## config.mk

```make
export PLATFORM = sky130hd
export DESIGN_NAME = http_body_deframer_unit_flat
export DESIGN_NICKNAME = d
export VERILOG_FILES = /design/src/hdl/hbd_pkg.sv /design/src/hdl/hbd_if.sv /design/src/hdl/hbd_core.sv /design/src/hdl/http_body_deframer_unit.sv /design/src/flat_wrapper.sv
export SDC_FILE = /design/constraint.sdc
export NUM_CORES = 1
export LEC_CHECK = 0
export ABC_AREA = 1
export BUFFER_PORTS_ARGS = -buffer_cell sky130_fd_sc_hd__buf_2
export CAP_MARGIN = 40
export CORE_UTILIZATION = 44
export CTS_CLUSTER_DIAMETER = 60
export DETAILED_ROUTE_END_ITERATION = 10
export PLACE_DENSITY = 0.66
export SKIP_CTS_REPAIR_TIMING = 1
export SYNTH_ARGS = -nofsm -noshare
export SYNTH_HDL_FRONTEND = slang
export SYNTH_HIERARCHICAL = 1
export SYNTH_SLANG_ARGS = --single-unit
```

## constraint.sdc

```tcl
create_clock -name clk -period 3.15 [get_ports clk]
set_input_delay 0.945 -clock clk [delete_from_list [all_inputs] [get_ports clk]]
set_output_delay 0.945 -clock clk [all_outputs]
set_load 0.01 [all_outputs]
```

## src/hdl/hbd_pkg.sv

```systemverilog
// Shared types, constants and helpers for the HTTP body deframer.
// No dependencies; compile first.
package hbd_pkg;

    typedef enum logic [2:0] {
        ST_IDLE    = 3'd0,
        ST_LENGTH  = 3'd1,
        ST_SIZE    = 3'd2,
        ST_EXT     = 3'd3,
        ST_DATA    = 3'd4,
        ST_AFTER   = 3'd5,
        ST_TRAILER = 3'd6,
        ST_FINAL   = 3'd7
    } body_state_t;

    typedef enum logic [2:0] {
        K_FRAME     = 3'd0,
        K_PAYLOAD   = 3'd1,
        K_DONE      = 3'd2,
        K_DONE_KEEP = 3'd3,
        K_ERROR     = 3'd4
    } out_kind_t;

    localparam logic REQ_START = 1'b0;
    localparam logic REQ_BYTE  = 1'b1;
    localparam logic MODE_CHUNKED = 1'b1;

    localparam logic [7:0] CH_LF   = 8'h0A;
    localparam logic [7:0] CH_CR   = 8'h0D;
    localparam logic [7:0] CH_SP   = 8'h20;
    localparam logic [7:0] CH_TAB  = 8'h09;
    localparam logic [7:0] CH_VT   = 8'h0B;
    localparam logic [7:0] CH_FF   = 8'h0C;
    localparam logic [7:0] CH_SEMI = 8'h3B;

    localparam int HEX_BITS = 4;

    typedef struct packed {
        logic        req_type;
        logic        body_mode;
        logic [31:0] body_length;
        logic [7:0]  data_byte;
    } item_t;

    typedef struct packed {
        out_kind_t  out_kind;
        logic [7:0] payload_byte;
    } result_t;

    function automatic logic is_hex(input logic [7:0] c);
        return (c inside {[8'h30:8'h39], [8'h61:8'h66], [8'h41:8'h46]});
    endfunction

    function automatic logic [HEX_BITS-1:0] hex_value(input logic [7:0] c);
        logic [7:0] v;
        if (c inside {[8'h30:8'h39]})
            v = c - 8'h30;
        else if (c inside {[8'h61:8'h66]})
            v = c - 8'h57;
        else
            v = c - 8'h37;
        return v[HEX_BITS-1:0];
    endfunction

    function automatic logic is_blank(input logic [7:0] c);
        return (c inside {CH_SP, CH_TAB, CH_LF, CH_VT, CH_FF, CH_CR});
    endfunction

endpackage

```

## src/hdl/hbd_if.sv

```systemverilog
// Valid/ready channel interfaces for the deframer's byte input and result output.
// No package dependencies; compile after hbd_pkg.
interface hbd_in_if;
    logic        valid;
    logic        ready;
    logic        req_type;
    logic        body_mode;
    logic [31:0] body_length;
    logic [7:0]  data_byte;

    modport source (output valid, output req_type, output body_mode,
                    output body_length, output data_byte, input ready);
    modport sink   (input valid, input req_type, input body_mode,
                    input body_length, input data_byte, output ready);
endinterface

interface hbd_out_if;
    logic       valid;
    logic       ready;
    logic [2:0] out_kind;
    logic [7:0] payload_byte;

    modport source (output valid, output out_kind, output payload_byte, input ready);
    modport sink   (input valid, input out_kind, input payload_byte, output ready);
endinterface

```

## src/hdl/hbd_core.sv

```systemverilog
// Next-state and result logic of the deframer for one item.
// Depends on hbd_pkg.
module hbd_core
    import hbd_pkg::*;
#(
    parameter int COUNT_BITS = 32
) (
    input  item_t                  item,
    input  body_state_t            state,
    input  logic [COUNT_BITS-1:0]  bytes_left,
    input  logic                   at_line_start,
    output body_state_t            state_next,
    output logic [COUNT_BITS-1:0]  bytes_left_next,
    output logic                   at_line_start_next,
    output result_t                result
);

    localparam int LEN_BITS = (COUNT_BITS > 32) ? COUNT_BITS : 32;

    logic [LEN_BITS-1:0]   len_ext;
    logic                  len_ovf;
    logic [COUNT_BITS-1:0] bl_dec;
    logic [7:0]            c;

    assign len_ext = LEN_BITS'(item.body_length);
    assign len_ovf = (len_ext >> COUNT_BITS) != '0;
    assign bl_dec  = bytes_left - COUNT_BITS'(1);
    assign c       = item.data_byte;

    always_comb
    begin
        state_next         = state;
        bytes_left_next    = bytes_left;
        at_line_start_next = at_line_start;
        result.out_kind    = K_FRAME;
        result.payload_byte = '0;

        if (item.req_type == REQ_START)
        begin
            at_line_start_next = 1'b1;
            if (item.body_mode == MODE_CHUNKED)
            begin
                state_next      = ST_SIZE;
                bytes_left_next = '0;
            end
            else if (len_ovf)
            begin
                state_next      = ST_IDLE;
                bytes_left_next = '0;
                result.out_kind = K_ERROR;
            end
            else if (item.body_length == '0)
            begin
                state_next      = ST_IDLE;
                bytes_left_next = '0;
                result.out_kind = K_DONE;
            end
            else
            begin
                state_next      = ST_LENGTH;
                bytes_left_next = len_ext[COUNT_BITS-1:0];
            end
        end
        else
        begin
            case (state)
                ST_LENGTH, ST_DATA:
                begin
                    result.out_kind     = K_PAYLOAD;
                    result.payload_byte = c;
                    bytes_left_next     = bl_dec;
                    if (bl_dec == '0)
                        state_next = (state == ST_LENGTH) ? ST_IDLE : ST_AFTER;
                end
                ST_SIZE, ST_EXT:
                begin
                    if (c == CH_LF)
                    begin
                        if (bytes_left == '0)
                        begin
                            state_next         = ST_TRAILER;
                            at_line_start_next = 1'b1;
                        end
                        else
                            state_next = ST_DATA;
                    end
                    else if (state == ST_SIZE)
                    begin
                        if (is_hex(c))
                        begin
                            // digit would push set bits out of the counter
                            if (bytes_left[COUNT_BITS-1 -: HEX_BITS] != '0)
                            begin
                                state_next      = ST_IDLE;
                                bytes_left_next = '0;
                                result.out_kind = K_ERROR;
                            end
                            else
                                bytes_left_next = {bytes_left[COUNT_BITS-HEX_BITS-1:0],
                                                   hex_value(c)};
                        end
                        else if (is_blank(c))
                            result.out_kind = K_FRAME;
                        else if (c == CH_SEMI)
                            state_next = ST_EXT;
                        else
                        begin
                            state_next      = ST_IDLE;
                            bytes_left_next = '0;
                            result.out_kind = K_ERROR;
                        end
                    end
                end
                ST_AFTER:
                begin
                    if (c == CH_LF)
                    begin
                        state_next      = ST_SIZE;
                        bytes_left_next = '0;
                    end
                    else if (c != CH_CR)
                    begin
                        state_next      = ST_IDLE;
                        bytes_left_next = '0;
                        result.out_kind = K_ERROR;
                    end
                end
                ST_TRAILER:
                begin
                    if (c == CH_LF)
                    begin
                        if (at_line_start)
                            state_next = ST_FINAL;
                        at_line_start_next = 1'b1;
                    end
                    else if (c != CH_CR)
                        at_line_start_next = 1'b0;
                end
                ST_FINAL:
                begin
                    if (c != CH_CR && c != CH_SP)
                    begin
                        state_next      = ST_IDLE;
                        result.out_kind = (c == CH_LF) ? K_DONE : K_DONE_KEEP;
                    end
                end
                default:
                    result.out_kind = K_DONE_KEEP;
            endcase
        end
    end

endmodule

```

## src/hdl/http_body_deframer_unit.sv

```systemverilog
// HTTP request body deframer: length and chunked framing, one result per item.
// Usage:
//   req carries items: req_type 0 starts a body (body_mode, body_length),
//   req_type 1 delivers data_byte. rsp returns one result per item:
//   out_kind (framing, payload, done, done-keep-byte, error) and payload_byte.
//   An item is taken when valid and ready are both high.
// Timing:
//   Accepted items land in an input register; the state update and result
//   are computed from it and written to the result register once that
//   register is empty or its result is being taken.
//   Throughput is one item per cycle while rsp.ready stays high, set by
//   the registered update of the body state and byte counter.
// Stalls:
//   If rsp is not taken, the result register holds, the input register
//   keeps one more item, and req.ready falls until rsp.ready returns.
// Reset:
//   rst_n clears both registers' valid flags; body state goes idle,
//   counter zero, line-start flag set. Depends on hbd_pkg, hbd_if, hbd_core.
module http_body_deframer_unit
    import hbd_pkg::*;
#(
    parameter int COUNT_BITS = 32
) (
    input  logic         clk,
    input  logic         rst_n,
    hbd_in_if.sink       req,
    hbd_out_if.source    rsp
);

    logic                  in_valid_reg;
    item_t                 in_item_reg;
    logic                  out_valid_reg;
    result_t               out_result_reg;

    body_state_t           body_state_reg, body_state_next;
    logic [COUNT_BITS-1:0] bytes_left_reg, bytes_left_next;
    logic                  at_line_start_reg, at_line_start_next;
    result_t               core_result;

    logic                  advance;

    assign advance   = in_valid_reg && (!out_valid_reg || rsp.ready);
    assign req.ready = !in_valid_reg || advance;

    hbd_core #(
        .COUNT_BITS(COUNT_BITS)
    ) u_core (
        .item               (in_item_reg),
        .state              (body_state_reg),
        .bytes_left         (bytes_left_reg),
        .at_line_start      (at_line_start_reg),
        .state_next         (body_state_next),
        .bytes_left_next    (bytes_left_next),
        .at_line_start_next (at_line_start_next),
        .result             (core_result)
    );

    always_ff @(posedge clk or negedge rst_n)
    begin
        if (!rst_n)
        begin
            in_valid_reg      <= 1'b0;
            out_valid_reg     <= 1'b0;
            body_state_reg    <= ST_IDLE;
            bytes_left_reg    <= '0;
            at_line_start_reg <= 1'b1;
        end
        else
        begin
            if (req.ready)
                in_valid_reg <= req.valid;
            if (advance)
            begin
                out_valid_reg     <= 1'b1;
                body_state_reg    <= body_state_next;
                bytes_left_reg    <= bytes_left_next;
                at_line_start_reg <= at_line_start_next;
            end
            else if (rsp.ready)
                out_valid_reg <= 1'b0;
        end
    end

    always_ff @(posedge clk)
    begin
        if (req.ready && req.valid)
        begin
            in_item_reg.req_type    <= req.req_type;
            in_item_reg.body_mode   <= req.body_mode;
            in_item_reg.body_length <= req.body_length;
            in_item_reg.data_byte   <= req.data_byte;
        end
        if (advance)
            out_result_reg <= core_result;
    end

    assign rsp.valid        = out_valid_reg;
    assign rsp.out_kind     = out_result_reg.out_kind;
    assign rsp.payload_byte = out_result_reg.payload_byte;

    // counter is clear in the idle, trailer and final states
    a_idle_count_zero: assert property (@(posedge clk) disable iff (!rst_n)
        (body_state_reg == ST_IDLE || body_state_reg == ST_TRAILER ||
         body_state_reg == ST_FINAL) |-> (bytes_left_reg == '0))
        else $error("byte counter nonzero outside a counted state");

    a_data_count_live: assert property (@(posedge clk) disable iff (!rst_n)
        (body_state_reg == ST_LENGTH || body_state_reg == ST_DATA)
        |-> (bytes_left_reg != '0))
        else $error("data state with empty counter");

    a_payload_source: assert property (@(posedge clk) disable iff (!rst_n)
        (advance && core_result.out_kind == K_PAYLOAD)
        |-> (body_state_reg == ST_LENGTH || body_state_reg == ST_DATA))
        else $error("payload result outside a data state");

    a_result_follows_item: assert property (@(posedge clk) disable iff (!rst_n)
        advance |=> out_valid_reg)
        else $error("processed item produced no result");

endmodule
```

## src/flat_wrapper.sv

```systemverilog
// flat-port wrapper written by rule: the top's interface ports become plain ports
module http_body_deframer_unit_flat import hbd_pkg::*;
#(
    parameter int COUNT_BITS = 32
)
  (clk, rst_n, req_valid, req_req_type, req_body_mode, req_body_length, req_data_byte, req_ready, rsp_valid, rsp_out_kind, rsp_payload_byte, rsp_ready);
  hbd_in_if req_i ();
  hbd_out_if rsp_i ();
  input  logic clk;
  input  logic rst_n;
  input wire logic [$bits(req_i.valid)-1:0] req_valid;
  input wire logic [$bits(req_i.req_type)-1:0] req_req_type;
  input wire logic [$bits(req_i.body_mode)-1:0] req_body_mode;
  input wire logic [$bits(req_i.body_length)-1:0] req_body_length;
  input wire logic [$bits(req_i.data_byte)-1:0] req_data_byte;
  output wire logic [$bits(req_i.ready)-1:0] req_ready;
  output wire logic [$bits(rsp_i.valid)-1:0] rsp_valid;
  output wire logic [$bits(rsp_i.out_kind)-1:0] rsp_out_kind;
  output wire logic [$bits(rsp_i.payload_byte)-1:0] rsp_payload_byte;
  input wire logic [$bits(rsp_i.ready)-1:0] rsp_ready;
  assign req_i.valid = req_valid;
  assign req_i.req_type = req_req_type;
  assign req_i.body_mode = req_body_mode;
  assign req_i.body_length = req_body_length;
  assign req_i.data_byte = req_data_byte;
  assign req_ready = req_i.ready;
  assign rsp_valid = rsp_i.valid;
  assign rsp_out_kind = rsp_i.out_kind;
  assign rsp_payload_byte = rsp_i.payload_byte;
  assign rsp_i.ready = rsp_ready;
  http_body_deframer_unit #(.COUNT_BITS(COUNT_BITS)) u_core (.clk(clk), .rst_n(rst_n), .req(req_i), .rsp(rsp_i));
endmodule
```

# Yosys cells after proc, flatten, opt, wreduce, memory -nomap -nowiden
# Cells that the tools add are included.
# Widths: inputs -> output; s select.
[word_totals]
mem_bits_rw = 0
input_bits = 46
memories = 0
out_inout_bits = 13
latch_bits = 0
elab_cells = 132
reg_bits = 91
mem_bits_ro = 0
[op_classes]
bitwise_logic = 0
eq_ne = 34
n_div = 0
n_reduce_logical = 23
add_sub_neg = 4
n_mux = 54
mul = 0
shifts = 0
n_lt_le_gt_ge = 6
[op_table]
columns = ["cell", "count"]
rows = [
  ["$mux 32", 11],
  ["$logic_not 32->1", 3],
  ["$pmux 32 s3", 1],
  ["$mux 3", 23],
  ["$eq 8x4->1 const B", 5],
  ["$sub 32x1->32 const B", 1],
  ["$pmux 3 s5", 2],
  ["$ne 3x3->1 const B", 9],
  ["$ne 4x4->1 const B", 6],
  ["$eq 8x6->1 const B", 2],
  ["$ge 8x7->1 const B", 2],
  ["$le 8x7->1 const B", 2],
  ["$eq 3x3->1 const B", 4],
  ["$mux 2", 5],
  ["$ne 5x5->1 const B", 2],
  ["$reduce_and 10->1", 1],
  ["$mux 1", 9],
  ["$ge 8x6->1 const B", 1],
  ["$le 8x6->1 const B", 1],
  ["$mux 4", 2],
  ["$ne 8x4->1 const B", 1],
  ["$ne 8x6->1 const B", 1],
  ["$sub 4x3->4 const B", 2],
  ["$reduce_and 7->1", 1],
  ["other kinds (15)", 24],
]

# Longest topological paths before layout
[depth]
word_depth = 10
depth_mapped = 20
ltp_nobuf = 19

# Modules after synthesis
# Netlist, hierarchy kept.
[by_module_without_submodules]
columns = ["mod", "n_inst", "cells_each", "area_each_um2"]
rows = [
  ["hbd_core", 1, 709, 3156.8],
  ["http_body_deframer_unit", 1, 220, 3148.0],
]

# Worst setup path before layout
# OpenSTA, ideal clock, no wires.
[synth_timing]
path_type = "input-to-reg"
startpoint = "input rsp_ready"
endpoint = "register u_core/in_item_reg[0] (netlist bit), enable pin"
slack_ps = 723
required_time_ps = 2754
path_buffers = 0
path_stages = 4
arrival_ps = 2031
path_cell_list = "inv_2 -> nand3_1 -> nand2_1 -> inv_1"
[synth_via]
elab_chain_len = 4
[synth_lines]
columns = ["element", "line", "rtl"]
rows = [
  ["start, declared", "flat_wrapper.sv:20", "input wire logic [$bits(rsp_i.ready)-1:0] rsp_ready;"],
  ["$logic_or 1x1->1", "http_body_deframer_unit.sv:42", "assign advance = in_valid_reg && (!out_valid_reg || rsp.ready);"],
  ["$logic_and 1x1->1", "http_body_deframer_unit.sv:42", ""],
  ["$logic_or 1x1->1", "http_body_deframer_unit.sv:43", "assign req.ready = !in_valid_reg || advance;"],
  ["named net req_ready", "flat_wrapper.sv:16", "output wire logic [$bits(req_i.ready)-1:0] req_ready;"],
  ["$logic_and 1x1->1", "http_body_deframer_unit.sv:86", "if (req.ready && req.valid)"],
  ["end, declared", "http_body_deframer_unit.sv:31", "item_t in_item_reg;"],
]
# The timed path passes the listed nets, and every way through them passes these cells.
# A chain may end at the register's enable or synchronous reset.

# Final worst setup path
[layout_timing]
startpoint = "register u_core/in_item_reg[0] (netlist bit)"
endpoint = "register u_core.bytes_left_reg[14]"
[layout_via]
elab_chain_len = 8
[layout_lines]
columns = ["element", "line", "rtl"]
rows = [
  ["$ge 8x6->1, or another cell as far along", "hbd_pkg.sv:51", "return (c inside {[8'h30:8'h39], [8'h61:8'h66], [8'h41:8'h46]});"],
  ["$logic_and 1x1->1", "hbd_pkg.sv:51", ""],
  ["$reduce_bool 3->1", "hbd_pkg.sv:51", ""],
  ["$mux 32", "hbd_core.sv:89", "if (is_hex(c))"],
  ["$mux 32", "hbd_core.sv:87", "else if (state == ST_SIZE)"],
  ["$mux 32", "hbd_core.sv:77", "if (c == CH_LF)"],
  ["$pmux 32 s3 (*)", "hbd_core.sv:66", "case (state)"],
  ["$mux 32 (*)", "hbd_core.sv:38", "if (item.req_type == REQ_START)"],
  ["named net u_core.bytes_left_next[14]", "http_body_deframer_unit.sv:36", "logic [COUNT_BITS-1:0] bytes_left_reg, bytes_left_next;"],
  ["end signal, assigned", "http_body_deframer_unit.sv:76", "bytes_left_reg <= bytes_left_next;"],
  ["end, declared", "http_body_deframer_unit.sv:36", ""],
]
# The timed path passes the listed nets; every way through them passes the cells marked *. The select of a mux whose other input is x is not followed.

==> flow_summary.toml <==
[synth]
ys_types = 34
ys_seq_area_share_pct = 40.35
synth.avg_cell_area_um2 = 6.787
ys_ff_latch = 91
synth-edff-count = 53
synth_nets = 982
syn-instance-count = 929
synth_flop_cell = "edfxtp_1"
yosys_warnings = 6
syn_area_um2 = 6305
async_reset_ff_share_pct = 41.76

[route]
finalWirelength_um = 16620
drt_iter0_markers = 576
ant_nets = 0
wl_per_cell_um = 14.31
remaining_drc_errors = 0
drt_first_pass_iters = 5
vias = 5994
routed_via_density = 5.163

[sta]
tns_ns = 0
worst_slew_pin_slew_ns = 0.7506
skew_ns = 0.007441
rsz0062_at_grt = "false"
period_share_pct = 87.62
maxSlewViolCount = 0
hold_viol_final = 0
max_freq_mhz = 362.3
period_needed_ns = 2.760
finalSetupViolCount = 0
maxSlewHeadroom_pct = 49.90

[min_path]
min_path_type = "in2async"

[placement]
post_dp_cell_area_um2 = 6695
port-buffer-count = 58
hpwl_um = 12050
place_congestion = 0.9809

[floorplanning]
die_w_um = 121.7
core_um2 = 13930
die_area_um2 = 14810
fp.dieH_um = 121.7
start_util_pct = 45.25
rows = 43
ioPinCount = 59

[final_layout]
design_area_um2 = 6997
antenna_cells = 0
fin_nets = 1029
syn2layout_area_growth_pct = 10.97
drive_gt1_share_pct = 12.13
largest_reg_flops = 42

[run]
cap_violations = 0

[critical_path]
start_kind = "register"
critical_path_required_ns = 3.44
crit_path_end_kind = "register"
cp_max_fo = 21
arrival_ns = 3.05
reg2reg_to = "u_core/bytes_left_reg[14]"
rrSetupSlack_ns = 0.39
timing_worst_setup_path_type = "reg2reg"
reg2reg_depth = 18
r2r-start = "u_core/in_item_reg[0]"

[global_route]
grt_pass1_wl_um = 27510
antenna_found_initial = 0
grt_max_degree = 43
grt_pass1_vias = 5569
overflow = 0
track_usage_pct = 24.07

[clocking]
h-tree-depth = 3
cts_made_buffers = 9
cts_root_buf = "clkbuf_16"
clk_pin_slew_ns = 0.07
cts_tree = "done"
clockBufferDepth = 2
clock_sinks = 91
insertion_delay_ns = 0.35

[status]
status = "complete, no violations"

[pwr]
max-vdd-ir-drop_mv = 0.4256
leakage_nw = 3.355
power_density_nw_per_um2 = 746.3
[cells in the final DEF (no fill, tap or decap), types with 9 or more instances in the layout]
cell       instances
nand2_1          384
nor2_1            97
clkbuf_16          9
nand3_1           88
o21ai_0           27
buf_2             58
buf_4             10
a21oi_1           19
nor4_1            10
dfrtp_1           37
inv_1             81
nand4_1           17
nor3_1             9
o31ai_1           17
edfxtp_1          53
[power by group]
group	internal, W	total (W)	switching (W)
Combinational	0.000700	0.00229	0.00160
Clock	0.000620	0.00110	0.000477
Sequential	0.00150	0.00183	0.000327
Total	0.00282	0.00522	0.00240
[synth_stat cells (8+ instances only)]
master	instances	area [um^2]
a21oi_1	19	95.09
buf_6	10	112.6
clkbuf_1	12	45.04
dfrtp_1	37	925.9
edfxtp_1	53	1592
inv_1	82	307.8
inv_2	8	30.03
nand2_1	384	1441
nand3_1	88	440.4
nand4_1	17	106.4
nor2_1	98	367.9
nor3_1	9	45.04
nor4_1	10	62.56
o21ai_0	27	135.1
o31ai_1	17	127.6
[layer usage]
layer  vias up  GRT usage, %  wire length (um)
met5         -             0                 0
met4         0         7.639               261
met3        21         4.167               926
met2       172         38.96              7593
met1      2702         32.69              7838
li1       3099             -                 -
[area by class of cell]
| class | count | area [um^2] |
|---|---|---|
| clock buffers | 9 | 225.2 |
| clock inverters | 7 | 76.32 |
| fillers | 1438 | 6938 |
| inverters | 90 | 337.8 |
| multi-input cells | 715 | 3203 |
| flip-flops and latches | 91 | 2544 |
| well taps | 180 | 225.2 |
| repair buffers | 69 | 385.4 |
[worst max-delay path: stages, from the launching register on]
cell and delay [ns]:
edfxtp_1 0.45, inv_1 0.24, ha_1 0.23, nand3_1 0.10
nor2_2 0.28, nor2_2 0.09, nand2_1 0.09, o21bai_2 0.08
nand2_2 0.08, nand2_2 0.06, nand2_4 0.13, inv_2 0.06
nand2_2 0.35, nand2_1 0.10, nand2_1 0.08, nand2_1 0.05
nand2_1 0.07, nand3_1 0.07, nand2_1 0.09
[metrics by stage]
stage	hold slack [ns]	utilization [%]	setup WS (ns)	std cells	total power, W
CTS	0.4734	50.21	0.4091	1161	0.005215
global placement	0.4686	47.90	0.4459	1144	0.004080
global route	0.4886	50.21	0.07101	1161	0.005638
finish	0.4762	50.21	0.3901	1161	0.005222
detailed placement	0.4737	48.05	0.4342	1145	0.004096
floorplan	0.4527	-	0.7226	929	0.003503
[logic make-up (layout without fill, tap and decap cells)]
family          count (synthesis)  after routing  synth area share (%)
simple gates                  634            634                 42.49
buf+inv                       123            175                 8.891
compound gates                 74             74                 6.886
flops                          91             91                 40.35
fa+ha+maj                       7              7                 1.389
[worst max-delay path by stage]
stage / cells past startpoint / to / start
6_report: 18 / u_core/bytes_left_reg[14] / u_core/in_item_reg[0]
5_1_grt: 18 / u_core/bytes_left_reg[12] / u_core/in_item_reg[0]
4_1_cts: 18 / u_core/bytes_left_reg[14] / u_core/in_item_reg[0]
3_5_place_dp: 18 / u_core/bytes_left_reg[14] / u_core/in_item_reg[0]
3_3_place_gp: 18 / u_core/bytes_left_reg[15] / u_core/in_item_reg[0]
2_1_floorplan: 4 / u_core/in_item_reg[0] / rsp_ready
No activity file was read; power rests on OpenSTA's default activity.
